**src/rtl/iol_pkg.sv**
```systemverilog
`timescale 1ns / 1ps

package iol_pkg;

    localparam int DATA_W       = 32;
    localparam int ACTION_W     = 4;
    localparam int INDEX_W      = 8;
    localparam int STATUS_W     = 2;
    localparam int COUNT_OUT_W  = 5;
    localparam int DEF_CAPACITY = 16;

    typedef enum logic [ACTION_W-1:0] {
        ACT_ADD_LAST     = 4'd0,
        ACT_ADD_FIRST    = 4'd1,
        ACT_INSERT_AT    = 4'd2,
        ACT_REMOVE_FIRST = 4'd3,
        ACT_REMOVE_LAST  = 4'd4,
        ACT_REMOVE_AT    = 4'd5,
        ACT_GET_FIRST    = 4'd6,
        ACT_GET_LAST     = 4'd7,
        ACT_GET_AT       = 4'd8
    } t_action;

    typedef enum logic [STATUS_W-1:0] {
        ST_OK        = 2'd0,
        ST_EMPTY     = 2'd1,
        ST_BAD_INDEX = 2'd2,
        ST_FULL      = 2'd3
    } t_status;

    typedef enum logic [1:0] {
        OP_NONE,
        OP_INSERT,
        OP_REMOVE
    } t_op;

    // Command broadcast to every cell of the chain. Positions are 0-based and
    // always fit in the width of the index field.
    typedef struct packed {
        t_op                op;
        logic               rd;
        logic [INDEX_W-1:0] pos;
    } t_cmd;

endpackage

```
**src/rtl/indexed_ordered_list.sv**
```systemverilog
`timescale 1ns / 1ps
// A result beat is registered and appears in the cycle after its action beat is accepted.
// Throughput: one action per cycle unless the output is stalled; inserts and removals
// shift every cell of the chain together, and reads come off a chained select bus.
// Reset (synchronous, active low) empties the list and clears the result valid;
// cell contents are not cleared and are only ever read once written.
module indexed_ordered_list
    import iol_pkg::*;
#(
    parameter int CAPACITY = DEF_CAPACITY
) (
    input  logic                     i_clk,
    input  logic                     i_rst_n,
    input  logic                     i_in_valid,
    output logic                     o_in_stall,
    input  logic [ACTION_W-1:0]      i_action,
    input  logic signed [DATA_W-1:0] i_value,
    input  logic [INDEX_W-1:0]       i_index,
    output logic                     o_out_valid,
    input  logic                     i_out_stall,
    output logic [STATUS_W-1:0]      o_status,
    output logic signed [DATA_W-1:0] o_value_out,
    output logic [COUNT_OUT_W-1:0]   o_count
);

    localparam int CNT_W = $clog2(CAPACITY + 1);

    logic                           w_fire;
    t_cmd                           w_cmd;
    t_status                        w_status;
    logic [CNT_W-1:0]               w_cnt_next;
    logic [CNT_W+COUNT_OUT_W-1:0]   w_cnt_ext;
    logic [DATA_W-1:0]              w_data  [CAPACITY];
    logic [DATA_W-1:0]              w_chain [CAPACITY+1];

    logic                           r_out_valid;
    logic [STATUS_W-1:0]            r_status;
    logic [DATA_W-1:0]              r_value_out;
    logic [COUNT_OUT_W-1:0]         r_count;

    assign o_in_stall = r_out_valid && i_out_stall;
    assign w_fire     = i_in_valid && !o_in_stall;

    iol_ctrl #(
        .CAPACITY (CAPACITY)
    ) u_ctrl (
        .i_clk    (i_clk),
        .i_rst_n  (i_rst_n),
        .i_fire   (w_fire),
        .i_action (i_action),
        .i_index  (i_index),
        .o_cmd    (w_cmd),
        .o_status (w_status),
        .o_count  (w_cnt_next)
    );

    assign w_chain[CAPACITY] = '0;

    for (genvar g = 0; g < CAPACITY; g++) begin : g_cell
        logic [DATA_W-1:0] w_left;
        logic [DATA_W-1:0] w_right;

        if (g == 0) begin : g_first
            assign w_left = w_data[g];
        end else begin : g_mid
            assign w_left = w_data[g-1];
        end

        if (g == CAPACITY - 1) begin : g_last
            assign w_right = w_data[g];
        end else begin : g_inner
            assign w_right = w_data[g+1];
        end

        iol_cell #(
            .CELL_POS (g)
        ) u_cell (
            .i_clk      (i_clk),
            .i_cmd      (w_cmd),
            .i_value    (i_value),
            .i_left     (w_left),
            .i_right    (w_right),
            .i_rd_chain (w_chain[g+1]),
            .o_data     (w_data[g]),
            .o_rd_chain (w_chain[g])
        );
    end

    assign w_cnt_ext = (CNT_W + COUNT_OUT_W)'(w_cnt_next);

    always_ff @(posedge i_clk) begin
        if (!i_rst_n) begin
            r_out_valid <= 1'b0;
        end else if (w_fire) begin
            r_out_valid <= 1'b1;
        end else if (!i_out_stall) begin
            r_out_valid <= 1'b0;
        end
    end

    always_ff @(posedge i_clk) begin
        if (w_fire) begin
            r_status    <= w_status;
            r_value_out <= w_chain[0];
            r_count     <= w_cnt_ext[COUNT_OUT_W-1:0];
        end
    end

    assign o_out_valid = r_out_valid;
    assign o_status    = r_status;
    assign o_value_out = r_value_out;
    assign o_count     = r_count;

endmodule

```
**src/rtl/iol_cell.sv**
```systemverilog
`timescale 1ns / 1ps

module iol_cell
    import iol_pkg::*;
#(
    parameter int CELL_POS = 0
) (
    input  logic              i_clk,
    input  t_cmd              i_cmd,
    input  logic [DATA_W-1:0] i_value,
    input  logic [DATA_W-1:0] i_left,
    input  logic [DATA_W-1:0] i_right,
    input  logic [DATA_W-1:0] i_rd_chain,
    output logic [DATA_W-1:0] o_data,
    output logic [DATA_W-1:0] o_rd_chain
);

    localparam logic [INDEX_W-1:0] MY_POS = INDEX_W'(CELL_POS);

    logic [DATA_W-1:0] r_data;
    logic [DATA_W-1:0] n_data;
    logic              w_hit;
    logic              w_after;

    assign w_hit   = (i_cmd.pos == MY_POS);
    assign w_after = (MY_POS > i_cmd.pos);

    always_comb begin
        n_data = r_data;
        unique case (i_cmd.op)
            OP_INSERT: begin
                if (w_hit) begin
                    n_data = i_value;
                end else if (w_after) begin
                    n_data = i_left;
                end
            end
            OP_REMOVE: begin
                if (w_hit || w_after) begin
                    n_data = i_right;
                end
            end
            default: begin
                n_data = r_data;
            end
        endcase
    end

    always_ff @(posedge i_clk) begin
        r_data <= n_data;
    end

    // The selected cell drops its value onto the read chain; all others pass it on.
    assign o_rd_chain = i_rd_chain | ((i_cmd.rd && w_hit) ? r_data : '0);
    assign o_data     = r_data;

endmodule

```
**src/rtl/iol_ctrl.sv**
```systemverilog
`timescale 1ns / 1ps

module iol_ctrl
    import iol_pkg::*;
#(
    parameter int CAPACITY = DEF_CAPACITY
) (
    input  logic                                i_clk,
    input  logic                                i_rst_n,
    input  logic                                i_fire,
    input  logic [ACTION_W-1:0]                 i_action,
    input  logic [INDEX_W-1:0]                  i_index,
    output t_cmd                                o_cmd,
    output t_status                             o_status,
    output logic [$clog2(CAPACITY+1)-1:0]       o_count
);

    localparam int CNT_W = $clog2(CAPACITY + 1);
    localparam int CMP_W = CNT_W + INDEX_W;

    logic [CNT_W-1:0]   r_count;
    logic [CNT_W-1:0]   n_count;
    logic [CMP_W-1:0]   w_idx_x;
    logic [CMP_W-1:0]   w_cnt_x;
    logic [INDEX_W-1:0] w_cnt_pos;
    logic [INDEX_W-1:0] w_last_pos;
    logic [INDEX_W-1:0] w_idx_pos;
    logic               w_indexed;
    logic               w_bad_idx;
    logic               w_full;
    logic               w_empty;
    t_op                w_op;
    logic               w_rd;
    logic [INDEX_W-1:0] w_pos;
    t_status            w_status;

    assign w_idx_x    = CMP_W'(i_index);
    assign w_cnt_x    = CMP_W'(r_count);
    assign w_cnt_pos  = w_cnt_x[INDEX_W-1:0];
    assign w_last_pos = w_cnt_pos - INDEX_W'(1);
    assign w_idx_pos  = i_index - INDEX_W'(1);
    assign w_full     = (r_count == CNT_W'(CAPACITY));
    assign w_empty    = (r_count == '0);
    assign w_indexed  = (i_action == ACT_INSERT_AT) || (i_action == ACT_REMOVE_AT)
                     || (i_action == ACT_GET_AT);
    assign w_bad_idx  = (i_index == '0) || (w_idx_x > w_cnt_x);

    always_comb begin
        w_op     = OP_NONE;
        w_rd     = 1'b0;
        w_pos    = '0;
        w_status = ST_OK;
        unique case (i_action)
            ACT_ADD_LAST:     w_pos = w_cnt_pos;
            ACT_ADD_FIRST:    w_pos = '0;
            ACT_INSERT_AT:    w_pos = w_idx_pos;
            ACT_REMOVE_FIRST: w_pos = '0;
            ACT_REMOVE_LAST:  w_pos = w_last_pos;
            ACT_REMOVE_AT:    w_pos = w_idx_pos;
            ACT_GET_FIRST:    w_pos = '0;
            ACT_GET_LAST:     w_pos = w_last_pos;
            ACT_GET_AT:       w_pos = w_idx_pos;
            default:          w_pos = '0;
        endcase
        priority if (w_indexed && w_bad_idx) begin
            w_status = ST_BAD_INDEX;
        end else if (i_action == ACT_ADD_LAST || i_action == ACT_ADD_FIRST
                     || i_action == ACT_INSERT_AT) begin
            if (w_full) begin
                w_status = ST_FULL;
            end else begin
                w_op = OP_INSERT;
            end
        end else if (i_action == ACT_REMOVE_FIRST || i_action == ACT_REMOVE_LAST
                     || i_action == ACT_REMOVE_AT) begin
            if (w_empty) begin
                w_status = ST_EMPTY;
            end else begin
                w_op = OP_REMOVE;
                w_rd = 1'b1;
            end
        end else if (i_action == ACT_GET_FIRST || i_action == ACT_GET_LAST
                     || i_action == ACT_GET_AT) begin
            if (w_empty) begin
                w_status = ST_EMPTY;
            end else begin
                w_rd = 1'b1;
            end
        end else begin
            w_status = ST_OK;
        end
    end

    always_comb begin
        n_count = r_count;
        if (i_fire) begin
            unique case (w_op)
                OP_INSERT: n_count = r_count + CNT_W'(1);
                OP_REMOVE: n_count = r_count - CNT_W'(1);
                default:   n_count = r_count;
            endcase
        end
    end

    always_ff @(posedge i_clk) begin
        if (!i_rst_n) begin
            r_count <= '0;
        end else begin
            r_count <= n_count;
        end
    end

    // Cells only move on an accepted beat.
    assign o_cmd.op  = i_fire ? w_op : OP_NONE;
    assign o_cmd.rd  = w_rd;
    assign o_cmd.pos = w_pos;
    assign o_status  = w_status;
    assign o_count   = n_count;

endmodule
```
**config.mk**
```make
export PLATFORM = sky130hd
export DESIGN_NAME = indexed_ordered_list
export DESIGN_NICKNAME = d
export VERILOG_FILES = /design/src/rtl/iol_pkg.sv /design/src/rtl/indexed_ordered_list.sv /design/src/rtl/iol_cell.sv /design/src/rtl/iol_ctrl.sv
export SDC_FILE = /design/constraint.sdc
export NUM_CORES = 1
export LEC_CHECK = 0
export BUFFER_PORTS_ARGS = -buffer_cell sky130_fd_sc_hd__buf_2
export CELL_PAD_IN_SITES_DETAIL_PLACEMENT = 0
export CELL_PAD_IN_SITES_GLOBAL_PLACEMENT = 1
export CORE_MARGIN = 2
export CORE_UTILIZATION = 51
export DETAILED_ROUTE_END_ITERATION = 10
export PLACE_DENSITY_LB_ADDON = 0.1
export SYNTH_ARGS = -nofsm -noshare
export SYNTH_HDL_FRONTEND = slang
export SYNTH_SLANG_ARGS = --single-unit
```
**constraint.sdc**
```tcl
create_clock -name i_clk -period 9 [get_ports i_clk]
set_clock_uncertainty 0.1 [all_clocks]
set_input_delay 1.35 -clock i_clk [delete_from_list [all_inputs] [get_ports i_clk]]
set_output_delay 1.35 -clock i_clk [all_outputs]
set_load 0.05 [all_outputs]
```
==> run_results.csv <==
group,metric,value,unit
run,drv_cap,0,
global_routing,grt_pass1_wl,170.8,mm
layout,area_growth,10.57,%
sta,fin_crit_sh,0.6459,
hold_path,hold_class,"reg -> reg",
placement,gp_congestion,0.8740,
yosys,synth_top_area_share,0.5222,
floorplanning,ios,89,
yosys,synth_seq_cells,557,
yosys,ys.flop_type,"edfxtp_1",
global_routing,grt_pass1_vias,24120,
run_status,outcome,"finished, final reports clean",
critical_path,arrival,6.06,ns
clock_network,cts_tree,"done",
global_routing,grt_use_met3,0.09169,
clock_network,htree_levels,2,
clock_network,clk_latency,0.67,ns
sta,final.setup.tns,0,ns
yosys,async_reset_ff_frac,0,
critical_path,path_cells,"buf_2, and4bb_2, nor3_2, o221a_2, nand4_1, nor2_4, buf_4, mux2i_1, o21ai_0",
sta,slew_headroom,0.06184,
detailed_routing,routedWlPerCell,32.00,µm
clock_network,cts_root_buf,"clkbuf_16",
detailed_routing,drt_iter0_drc,3930,
detailed_routing,vias,25670,
floorplanning,start_util,0.5144,
power,ir_drop,0.1625,mV
critical_path,crit_type,"in -> reg",
detailed_routing,drt_pass1_iterations,8,
global_routing,grtUsageTotal,0.3703,
yosys,yosysWarnings,0,
clock_network,clock_sinks,557,
sta,rsz0062_at_grt,"no",
yosys,synth_edf_count,551,
sta,worst_pin_slew,1.397,ns
sta,timing.hold.ws,0.4584,ns
global_routing,busiest_layer,"met2",
global_routing,overflow,0,
global_routing,grt_antenna_before_repair,7,
floorplanning,rows,91,
yosys,synthTopCellsByCount,"551 x edfxtp_1, 518 x nand2_1, 493 x mux2i_1",
clock_network,cts.clk_slew.worst_paths,0.06,ns
yosys,synthMostInstantiatedCell,"edfxtp_1",
critical_path,cp_slowest_cell,"nand4_1",
global_routing,use_met1,0.5064,
detailed_routing,drtAntennaViolNets,0,
floorplanning,dieHeight,253.3,µm
critical_path,cp.required,9.25,ns
yosys,avgSynthCellArea,10.98,µm²
critical_path,crit_path_end_kind,"flop",
floorplanning,core_area,61600,µm²
yosys,synth_area_leaders,"edfxtp_1 52%, mux2i_1 16%, o21ai_0 7.2%, nand2_1 6.1%, mux2_2 2.3%",
yosys,synth_top_area_cell,"edfxtp_1",
clock_network,hold_buffers,0,
yosys,synth_cell_types,75,
clock_network,cts_setup_buffers,0,
power,leakage,12.23,nW
sta,fmax,172.0,MHz
sta,finalHoldViolations,0,
detailed_routing,vias_per_cell,6.840,
yosys,synth_area,31690,µm²
floorplanning,dieArea,64140,µm²
yosys,synth_nets,2947,
clock_network,cts_resized,0,
clock_network,numCtsBuffers,61,
placement,hpwl,67.98,mm
critical_path,critical_path.startpoint_type,"input port",
sta,final_max_slew_viol_count,0,
detailed_routing,drt_wl_total,120.1,mm
critical_path,critPathTopFamily,"simple AND/OR/NAND/NOR gates",
critical_path,slowest_delay,1.05,ns
yosys,ys_seq_area_frac,0.5260,
layout,fin_nets,2927,
sta,period_needed,5.813,ns
power,p_per_area,175.4,nW/µm²
yosys,syn_inst,2885,
critical_path,crit_fanout,23,
detailed_routing,drc,0,
layout,drive_above_1_share,0.1326,
sta,finalSetupViolations,0,
placement,numPortBuffers,88,
critical_path,crit_buf_inv,2,
clock_network,clockBufferDepth,3,
global_routing,grt_max_degree,256,
floorplanning,fp.dieW,253.3,µm
global_routing,use_met2,0.5612,
## routing by layer
| layer | vias to the layer above | part of all wire | wire [µm] |
|---|---|---|---|
| met2 | 1745 | 0.44 | 53260 |
| met3 | 356 | 0.12 | 14640 |
| met5 | - | 0.00065 | 78 |
| met4 | 12 | 0.045 | 5377 |
| li1 | 10880 | - | - |
| met1 | 12670 | 0.39 | 46740 |
## metrics by stage
stage               cells  area [µm²]  setup WS (ns)  utilization  total power [W]
global route         3750       35030          3.171       0.5687         0.006273
finish               3753       35040          3.187       0.5688         0.006145
floorplan            2885       31690          2.167            -         0.003372
global placement     3639       33070          2.829       0.5369         0.003616
detailed placement   3639       33070          2.753       0.5369         0.003627
CTS                  3749       35030          3.439       0.5686         0.006135
## registers in the layout, indices dropped and copies added (netlist names)
signal                count
o_value_out              32
u_ctrl.r_count            5
g_cell.u_cell.o_data    512
o_out_valid               1
o_count                   5
o_status                  2
## worst paths after layout
check	startpoint	endpoint	slack (ns)	depth (start not counted)
setup / recovery	i_action[3]	g_cell[7].u_cell.o_data[8]$_DFFE_PP_	3.19	9
hold / removal	g_cell[15].u_cell.o_data[0]$_DFFE_PP_	g_cell[14].u_cell.o_data[0]$_DFFE_PP_	0.46	2
hold reg to reg	g_cell[15].u_cell.o_data[0]$_DFFE_PP_	g_cell[14].u_cell.o_data[0]$_DFFE_PP_	0.46	2
setup reg to reg	u_ctrl.r_count[0]$_SDFF_PN0_	g_cell[8].u_cell.o_data[12]$_DFFE_PP_	3.67	11
## area by class of cell
cell class | instances | area, µm²
Antenna cell | 4 | 10.01
Timing Repair Buffer | 167 | 1084
Tap cell | 837 | 1047
Clock inverter | 44 | 390.4
Fill cell | 5243 | 26560
Inverter | 18 | 67.56
Clock buffer | 66 | 1567
Multi-Input combinational cell | 2060 | 14200
Sequential cell | 557 | 16670
## report_power, final
group          switching [W]  internal, W
logic               0.000433     0.000164
clock network        0.00111      0.00144
registers          0.0000574      0.00294
## cell usage in the layout, fill, tap and decap left out, types with 12 or more instances in the layout
| cell type | synthesis | routed |
|---|---|---|
| nand3_1 | 50 | 48 |
| o21ai_0 | 457 | 457 |
| a22oi_1 | 65 | 65 |
| nor2_4 | 0 | 14 |
| ha_1 | 13 | 12 |
| nand2_1 | 518 | 514 |
| buf_4 | 19 | 75 |
| mux2_2 | 66 | 66 |
| edfxtp_1 | 551 | 551 |
| o211a_1 | 13 | 13 |
| mux2i_1 | 493 | 493 |
| nor3_1 | 18 | 14 |
| a221oi_1 | 14 | 14 |
| clkbuf_16 | 0 | 62 |
| a222oi_1 | 18 | 18 |
| o2bb2ai_1 | 18 | 18 |
| nand4_1 | 25 | 25 |
| clkinv_2 | 0 | 13 |
| clkinv_1 | 0 | 20 |
| a22o_1 | 41 | 41 |
| inv_1 | 18 | 17 |
| buf_2 | 60 | 88 |
| a21oi_1 | 42 | 36 |
| nor2_1 | 40 | 24 |
## worst min-delay path: cells and delay by family (launching register included)
family / cells / cell delay (ns)
flops: 1 / 0.34
compound gates: 1 / 0.06
simple gates: 1 / 0.05
## kinds of logic after synthesis
family,share of synthesized area
AO/OA/AOI/OAI,0.1495
AND/OR/NAND/NOR,0.09963
multiplexers,0.1792
flip-flops,0.5260
buffers and inverters,0.03712
adder cells (fa/ha/maj),0.005765
XOR/XNOR,0.002764
Power figures use the tool's default switching activity.
